===== src/rtl/core/cpio_pkg.sv =====
// Package for the cpio newc walker: types, constants and decode helpers
package cpio_pkg;

	// header layout
	localparam int unsigned HEADER_LEN  = 110;
	localparam int unsigned FSIZE_FIRST = 54;
	localparam int unsigned NSIZE_FIRST = 94;
	localparam int unsigned FIELD_LEN   = 8;
	localparam int unsigned TRAILER_LEN = 10;

	// address masking default
	localparam int unsigned ADDRESS_BITS_DEF = 32;

	// configuration port
	localparam int unsigned APB_ADDR_W = 3;
	localparam logic        REG_ARCHIVE_BASE = 1'b0;

	// walk phases
	typedef enum logic [2:0] {
		PH_HEADER  = 3'd0,
		PH_NAME    = 3'd1,
		PH_NAMEPAD = 3'd2,
		PH_DATA    = 3'd3,
		PH_DATAPAD = 3'd4,
		PH_DONE    = 3'd5
	} phase_t;

	// one result item
	typedef struct packed {
		logic [7:0]  name_byte;
		logic [31:0] name_index;
		logic        entry_done;
		logic [31:0] data_address;
		logic [31:0] file_size;
		logic [31:0] name_size;
		logic        is_trailer;
	} result_t;

	// shift in one hex character; anything outside 0-9 and A-F adds zero
	function automatic logic [31:0] hex_step(input logic [31:0] acc, input logic [7:0] c);
		logic [3:0] v;
		v = 4'd0;
		case (c) inside
			[8'h30:8'h39]: v = c[3:0];
			[8'h41:8'h46]: v = 4'(c - 8'h37);
			default:       v = 4'd0;
		endcase
		return {acc[27:0], v};
	endfunction

	// the text "TRAILER!!!"
	function automatic logic [7:0] trailer_char(input logic [3:0] idx);
		logic [7:0] ch;
		case (idx)
			4'd0:    ch = 8'h54;
			4'd1:    ch = 8'h52;
			4'd2:    ch = 8'h41;
			4'd3:    ch = 8'h49;
			4'd4:    ch = 8'h4C;
			4'd5:    ch = 8'h45;
			4'd6:    ch = 8'h52;
			4'd7:    ch = 8'h21;
			4'd8:    ch = 8'h21;
			4'd9:    ch = 8'h21;
			default: ch = 8'h00;
		endcase
		return ch;
	endfunction

endpackage


===== src/rtl/core/cpio_step.sv =====
// Walk state and per-byte decode: header fields, name bytes, region skipping
module cpio_step #(
	parameter int unsigned ADDRESS_BITS = cpio_pkg::ADDRESS_BITS_DEF
) (
	input  logic              clk,
	input  logic              arst_n,
	input  logic              step_en,
	input  logic [7:0]        byte_s1,
	input  logic [31:0]       archive_base,
	output logic              res_valid,
	output cpio_pkg::result_t res
);

	localparam logic [31:0] AddrMask = (ADDRESS_BITS >= 32) ? 32'hFFFF_FFFF
		: 32'((64'd1 << ADDRESS_BITS) - 64'd1);

	typedef enum logic [2:0] {
		ENT_NONE, ENT_NAMEPAD, ENT_DATA, ENT_DATAPAD, ENT_HEADER
	} enter_t;

	cpio_pkg::phase_t phase_q, phase_d;
	logic [6:0]  hc_q, hc_d;
	logic [31:0] nsz_q, nsz_d;
	logic [31:0] fsz_q, fsz_d;
	logic [31:0] rc_q, rc_d;
	logic [31:0] off_q, off_d;
	logic        tm_q, tm_d;

	enter_t      enter;
	logic [1:0]  npad, fpad;
	logic        try_np, try_d, try_dp;
	logic        trailer;
	logic [31:0] data_off;

	// next state for one byte
	always_comb begin
		phase_d   = phase_q;
		hc_d      = hc_q;
		nsz_d     = nsz_q;
		fsz_d     = fsz_q;
		rc_d      = rc_q;
		off_d     = off_q;
		tm_d      = tm_q;
		enter     = ENT_NONE;
		res       = '0;
		res_valid = 1'b0;
		trailer   = 1'b0;
		data_off  = 32'((off_q + 32'd4) & ~32'd3);

		if (step_en && phase_q != cpio_pkg::PH_DONE) begin
			off_d = 32'(off_q + 32'd1);
			case (phase_q)
				cpio_pkg::PH_HEADER: begin
					if (hc_q inside {[cpio_pkg::FSIZE_FIRST:
						cpio_pkg::FSIZE_FIRST + cpio_pkg::FIELD_LEN - 1]})
						fsz_d = cpio_pkg::hex_step(fsz_q, byte_s1);
					if (hc_q inside {[cpio_pkg::NSIZE_FIRST:
						cpio_pkg::NSIZE_FIRST + cpio_pkg::FIELD_LEN - 1]})
						nsz_d = cpio_pkg::hex_step(nsz_q, byte_s1);
					hc_d = 7'(hc_q + 7'd1);
					if (hc_d >= 7'(cpio_pkg::HEADER_LEN)) begin
						if (nsz_d == 32'd0) begin
							enter = ENT_NAMEPAD;
						end else begin
							phase_d = cpio_pkg::PH_NAME;
							rc_d    = 32'd0;
						end
					end
				end
				cpio_pkg::PH_NAME: begin
					if (rc_q < 32'(cpio_pkg::TRAILER_LEN)
						&& byte_s1 != cpio_pkg::trailer_char(rc_q[3:0]))
						tm_d = 1'b0;
					res_valid      = 1'b1;
					res.name_byte  = byte_s1;
					res.name_index = rc_q;
					if (32'(rc_q + 32'd1) == nsz_q) begin
						trailer          = tm_d && nsz_q >= 32'(cpio_pkg::TRAILER_LEN);
						res.entry_done   = 1'b1;
						res.data_address = 32'(archive_base + data_off) & AddrMask;
						res.file_size    = fsz_q;
						res.name_size    = nsz_q;
						res.is_trailer   = trailer;
						if (trailer)
							phase_d = cpio_pkg::PH_DONE;
						else
							enter = ENT_NAMEPAD;
					end else begin
						rc_d = 32'(rc_q + 32'd1);
					end
				end
				cpio_pkg::PH_NAMEPAD, cpio_pkg::PH_DATA, cpio_pkg::PH_DATAPAD: begin
					rc_d = 32'(rc_q - 32'd1);
					if (rc_d == 32'd0) begin
						case (phase_q)
							cpio_pkg::PH_NAMEPAD: enter = ENT_DATA;
							cpio_pkg::PH_DATA:    enter = ENT_DATAPAD;
							default:              enter = ENT_HEADER;
						endcase
					end
				end
				default: ;
			endcase
		end

		// pick the first non-empty region from the entry point on
		npad   = 2'(2'd0 - (2'd2 + nsz_d[1:0]));
		fpad   = 2'(2'd0 - fsz_d[1:0]);
		try_np = enter == ENT_NAMEPAD;
		try_d  = try_np || enter == ENT_DATA;
		try_dp = try_d || enter == ENT_DATAPAD;
		if (try_np && npad != 2'd0) begin
			phase_d = cpio_pkg::PH_NAMEPAD;
			rc_d    = 32'(npad);
		end else if (try_d && fsz_d != 32'd0) begin
			phase_d = cpio_pkg::PH_DATA;
			rc_d    = fsz_d;
		end else if (try_dp && fpad != 2'd0) begin
			phase_d = cpio_pkg::PH_DATAPAD;
			rc_d    = 32'(fpad);
		end else if (enter != ENT_NONE) begin
			phase_d = cpio_pkg::PH_HEADER;
			hc_d    = 7'd0;
			nsz_d   = 32'd0;
			fsz_d   = 32'd0;
			rc_d    = 32'd0;
			tm_d    = 1'b1;
		end
	end

	// walk state registers
	always_ff @(posedge clk or negedge arst_n) begin
		if (!arst_n) begin
			phase_q <= cpio_pkg::PH_HEADER;
			hc_q    <= 7'd0;
			nsz_q   <= 32'd0;
			fsz_q   <= 32'd0;
			rc_q    <= 32'd0;
			off_q   <= 32'd0;
			tm_q    <= 1'b1;
		end else begin
			phase_q <= phase_d;
			hc_q    <= hc_d;
			nsz_q   <= nsz_d;
			fsz_q   <= fsz_d;
			rc_q    <= rc_d;
			off_q   <= off_d;
			tm_q    <= tm_d;
		end
	end

endmodule


===== src/rtl/core/cpio_outreg.sv =====
// Result register: holds one finished item until the receiver takes it
module cpio_outreg (
	input  logic              clk,
	input  logic              arst_n,
	input  logic              load,
	input  cpio_pkg::result_t res,
	input  logic              out_stall,
	output logic              out_valid,
	output cpio_pkg::result_t out_res
);

	logic out_valid_q;
	cpio_pkg::result_t res_q;

	// valid flag: refills or drains whenever the slot moves
	always_ff @(posedge clk or negedge arst_n) begin
		if (!arst_n) begin
			out_valid_q <= 1'b0;
		end else if (!out_valid_q || !out_stall) begin
			out_valid_q <= load;
		end
	end

	// payload
	always_ff @(posedge clk) begin
		if (load) begin
			res_q <= res;
		end
	end

	assign out_valid = out_valid_q;
	assign out_res   = res_q;

endmodule


===== src/rtl/core/cpio_newc_archive_walker.sv =====
// cpio newc archive walker: top level with input stage, walker and result register
//
// Archive bytes arrive on archive_byte with archive_valid/archive_stall; an item is
// taken at a clock edge where archive_valid is high and archive_stall is low.
// Each name byte leaves on the name_* channel (name_valid/name_stall) with its index;
// the last name byte of an entry also carries entry_done, data_address, file_size,
// name_size and is_trailer. Header, padding and data bytes give no output item.
// The input register holds each byte taken; the combinational walker step turns it
// into the result register. Throughput: one byte per cycle while the receiver does
// not stall. archive_base is written over the APB-style port where paddr[2] is low;
// the user must write it only while idle, as the block does not enforce this.
// Reset clears the walk to the start of a header, the stream offset to zero and
// archive_base to zero. After the trailer entry, bytes are still taken and dropped.
// When the receiver stalls, the result register holds its item and the input stage
// holds one more byte; archive_stall rises only when both are full.
module cpio_newc_archive_walker #(
	parameter int unsigned ADDRESS_BITS = cpio_pkg::ADDRESS_BITS_DEF
) (
	input  logic                            clk,
	input  logic                            arst_n,
	// archive byte channel
	input  logic                            archive_valid,
	output logic                            archive_stall,
	input  logic [7:0]                      archive_byte,
	// name byte channel
	output logic                            name_valid,
	input  logic                            name_stall,
	output logic [7:0]                      name_byte,
	output logic [31:0]                     name_index,
	output logic                            entry_done,
	output logic [31:0]                     data_address,
	output logic [31:0]                     file_size,
	output logic [31:0]                     name_size,
	output logic                            is_trailer,
	// configuration port
	input  logic                            psel,
	input  logic                            penable,
	input  logic                            pwrite,
	input  logic [cpio_pkg::APB_ADDR_W-1:0] paddr,
	input  logic [31:0]                     pwdata,
	output logic [31:0]                     prdata,
	output logic                            pready
);

	logic              valid_s1;
	logic [7:0]        byte_s1;
	logic              adv;
	logic              step_en;
	logic              res_valid;
	logic [31:0]       base_q;
	cpio_pkg::result_t res;
	cpio_pkg::result_t out_res;

	// configuration register
	assign pready = 1'b1;
	assign prdata = (paddr[2] == cpio_pkg::REG_ARCHIVE_BASE) ? base_q : 32'd0;

	always_ff @(posedge clk or negedge arst_n) begin
		if (!arst_n) begin
			base_q <= 32'd0;
		end else if (psel && penable && pwrite && pready
			&& paddr[2] == cpio_pkg::REG_ARCHIVE_BASE) begin
			base_q <= pwdata;
		end
	end

	// input stage moves when the result slot can take its item
	assign adv           = !name_valid || !name_stall;
	assign step_en       = valid_s1 && adv;
	assign archive_stall = valid_s1 && !adv;

	always_ff @(posedge clk or negedge arst_n) begin
		if (!arst_n) begin
			valid_s1 <= 1'b0;
		end else if (!archive_stall) begin
			valid_s1 <= archive_valid;
		end
	end

	always_ff @(posedge clk) begin
		if (archive_valid && !archive_stall) begin
			byte_s1 <= archive_byte;
		end
	end

	cpio_step #(
		.ADDRESS_BITS (ADDRESS_BITS)
	) u_step (
		.clk          (clk),
		.arst_n       (arst_n),
		.step_en      (step_en),
		.byte_s1      (byte_s1),
		.archive_base (base_q),
		.res_valid    (res_valid),
		.res          (res)
	);

	cpio_outreg u_outreg (
		.clk       (clk),
		.arst_n    (arst_n),
		.load      (res_valid),
		.res       (res),
		.out_stall (name_stall),
		.out_valid (name_valid),
		.out_res   (out_res)
	);

	// result fields
	assign name_byte    = out_res.name_byte;
	assign name_index   = out_res.name_index;
	assign entry_done   = out_res.entry_done;
	assign data_address = out_res.data_address;
	assign file_size    = out_res.file_size;
	assign name_size    = out_res.name_size;
	assign is_trailer   = out_res.is_trailer;

endmodule


===== config.mk =====
export PLATFORM = sky130hd
export DESIGN_NAME = cpio_newc_archive_walker
export DESIGN_NICKNAME = d
export VERILOG_FILES = /design/src/rtl/core/cpio_pkg.sv /design/src/rtl/core/cpio_step.sv /design/src/rtl/core/cpio_outreg.sv /design/src/rtl/core/cpio_newc_archive_walker.sv
export SDC_FILE = /design/constraint.sdc
export NUM_CORES = 1
export LEC_CHECK = 0
export ABC_CLOCK_PERIOD_IN_PS = 6500
export BUFFER_PORTS_ARGS = -buffer_cell sky130_fd_sc_hd__buf_4
export CAP_MARGIN = 30
export CORE_AREA = 2 2 197 199
export CTS_BUF_LIST = sky130_fd_sc_hd__clkbuf_2
export CTS_CLUSTER_DIAMETER = 120
export CTS_CLUSTER_SIZE = 24
export DETAILED_ROUTE_END_ITERATION = 6
export DIE_AREA = 0 0 199 201
export PLACE_DENSITY = 0.72
export SETUP_SLACK_MARGIN = 0.15
export SYNTH_ARGS = -nofsm -noshare
export SYNTH_HDL_FRONTEND = slang
export SYNTH_SLANG_ARGS = --single-unit

===== constraint.sdc =====
create_clock -name clk -period 6.5 [get_ports clk]
set_input_delay 1.3 -clock clk [delete_from_list [all_inputs] [get_ports clk]]
set_output_delay 1.3 -clock clk [all_outputs]
set_load 0.1 [all_outputs]

==> impl_metrics.tcl <==
set metrics [dict create \
    ff2ff_setup_slack_ns 1.01 \
    arrival_ns 6.44 \
    r2r_start "u_step.rc_q[2]" \
    cp-start-kind "flop" \
    yosysWarningCount 0 \
    grt_pass1_wl_um 93430 \
    root_buffer "clkbuf_2" \
    synthArstFlopShare_pct 54.23 \
    drt-initial-drc-count 1698 \
    start_util_pct 49.93 \
    grt_overflow 0 \
    antenna_found_initial 2 \
    core_sq_um 38110 \
    reg2regPathDepth 12 \
    muxShareOfSynthArea_pct 5.280 \
    synth_top_family_by_area "simple AND/OR/NAND/NOR gates" \
    post-route-min-period_ns 5.488 \
    yosysSeqAreaShare_pct 45.80 \
    mostFrequentLayoutCell "buf_4" \
    synthTopCellsByArea "edfxtp_1, dfrtp_1, nor2_1" \
    rsz0062_at_grt "no" \
    postCtsHoldBufs 0 \
    mostFrequentLayoutCells "buf_4, nor2_1, dfrtp_1" \
    leakage_nw 8.836 \
    hold_class "primary input to asynchronous set/reset pin" \
    syn_avg_cell_area_sq_um 9.713 \
    crit_start "u_step.rc_q[2]" \
    ir_drop_uv 191.0 \
    power_mw 4.471 \
    area_growth_pct 12.43 \
    drive_gt1_share_pct 17.18 \
    netlist_instances 1959 \
    synth_nets 2056 \
    grt_util_all_layers_pct 30.36 \
    yosysTopAreaCellShare_pct 23.04 \
    reg2reg_to "u_step.rc_q[6]" \
    path_class "flop to flop" \
    synth_cell_types 90 \
    pin_count 223 \
    vias_per_cell 6.012 \
    finalSetupViolations 0 \
    cts_sinks 319 \
    port-buffer-count 219 \
    synth_edf_count 146 \
    maxSlewHeadroom_pct 36.96 \
    post_cts_buffers 0 \
    path_clk_slew_ns 0.50 \
    clk_latency_ns 1.05 \
    hold_ws_ns 0.2100 \
    cp-end-kind "flop" \
    required_ns 7.46 \
    synth_compound_area_share_pct 11.05 \
    grt_pass1_vias 15310 \
    wl_per_cell_um 22.76 \
    fp-row-count 72 \
    ant_nets 0 \
    cts_buffers 17 \
    die_h_um 201 \
    dieArea_sq_um 40000 \
    final_core_util_pct 56.14 \
    hold_viol 0 \
    nFillCells 3382 \
    grt_max_degree 73 \
    status "finished, final reports clean" \
    synth-adder-area-share_pct 3.130 \
    synth_xor_area_share_pct 6.839 \
    hpwl_um 45460 \
    post-route-drc-count 0 \
    cts_resized 0 \
    finClkSkew_ns 0.1600 \
    max_freq_ghz 0.1822 \
    tightest_slew_ns 0.9369 \
    syn_area_sq_um 19030 \
    fin_crit_sh_pct 84.43 \
    nNetsFinal 2223 \
    slew_violations 0 \
    yosysTopAreaCell "edfxtp_1" \
    clockBufferDepth 3 \
    gp_congestion 0.9651 \
    synth-seq-cells 319 \
    die_w_um 199 \
    maxCapViolCount 0 \
    dr.pass1.iters 6 \
    htreeDepth 1 \
    via_count 15990 \
    synthFlopType "dfrtp_1" \
    cts_tree "yes" \
    critical_path.max_fanout 27 \
    tns_ns 0 \
    powerDensity_nw_per_um2 209.0 \
    synth-simple-area-share_pct 24.26 \
    routed_wl_um 60530 \
]
kinds of logic (layout without fill, tap and decap cells):
group,after synthesis,count (layout)
XOR/XNOR,147,147
adder cells (fa/ha/maj),47,47
other,1,6
buffers and inverters,163,340
AO/OA/AOI/OAI,308,308
flip-flops,319,319
multiplexers,96,96
AND/OR/NAND/NOR,878,878
layout make-up:
| type | instances | area [sq um] | area share (%) |
|---|---|---|---|
| sequential | 319 | 8715 | 40.74 |
| clock buffer | 27 | 135.1 | 0.6317 |
| tap | 518 | 648.1 | 3.030 |
| timing repair buffer | 265 | 2033 | 9.504 |
| multi-input combinational | 1477 | 9648 | 45.10 |
| inverter | 46 | 177.7 | 0.8305 |
| antenna | 5 | 12.51 | 0.05849 |
| clock inverter | 2 | 23.77 | 0.1111 |
Yosys cell counts, types with 17 or more instances:
master,count
nor2_1,243
dfrtp_1,172
edfxtp_1,146
nand2_1,146
and2_1,107
xnor2_1,83
clkbuf_1,77
a21oi_1,67
xor2_1,63
mux2i_1,61
nor3_1,60
nand3_1,53
o21ai_0,53
ha_1,46
inv_1,46
nor2b_1,46
nor4_1,40
nand4_1,37
mux2_2,35
buf_2,26
or3_1,24
and3_1,23
a21o_1,20
a31oi_1,19
or4_1,17
per-stage QoR:
| stage | setup slack [ns] | instance area [sq um] | instances |
|---|---|---|---|
| floorplan | 1.685 | 19030 | 1959 |
| finish | 1.012 | 21390 | 2659 |
| CTS | 1.127 | 21370 | 2653 |
| detailed placement | 1.150 | 21210 | 2624 |
| global route | 0.6173 | 21390 | 2656 |
| global placement | 1.254 | 21170 | 2622 |
worst max-delay path by stage:
stage	endpoint	slack, ns	depth (start not counted)
after floorplan	u_step.hc_q[1]	1.68	16
after global placement	u_step.rc_q[1]	1.25	11
after detailed placement	u_step.rc_q[22]	1.15	11
after CTS	u_step.rc_q[5]	1.13	12
after global routing	u_step.rc_q[1]	0.62	11
final	u_step.rc_q[6]	1.01	12
per-layer routing:
layer | wire (um) | vias to the layer above | part of all wire, % | GRT usage (%)
met4 | 2374 | 0 | 3.9 | 10.71
li1 | - | 7367 | - | -
met1 | 26600 | 7813 | 44 | 44.52
met3 | 4904 | 121 | 8.1 | 4.603
met5 | 0 | - | 0 | 0
met2 | 26650 | 686 | 44 | 45.74
worst max-delay path, cell delays in order (launching register included):
cell and delay (ns):
dfrtp_1 1.07, nand3_1 0.48, nor4_1 0.83, nand4_1 0.47, xnor2_1 0.42, nand4_1 0.16
nor4b_2 0.46, a211oi_4 0.27, and2_4 0.28, a21oi_1 0.51, buf_4 0.26, o211ai_1 0.10
nand3_1 0.08
sequential cells by signal, summed over array words and instances (netlist names):
signal,flops
valid_s1,1
byte_s1,8
u_step.rc_q,32
u_step.nsz_q,32
u_step.hc_q,7
u_step.fsz_q,32
u_outreg.out_valid,1
u_step.off_q,32
base_q,32
u_step.tm_q,1
u_outreg.out_res,138
u_step.phase_q,3
where the power goes:
part,switching [mW],internal [mW]
clock,0.626,0.116
sequential,0.229,2.20
combinational,0.818,0.482
Note: power is estimated with default switching activity, not from simulation.
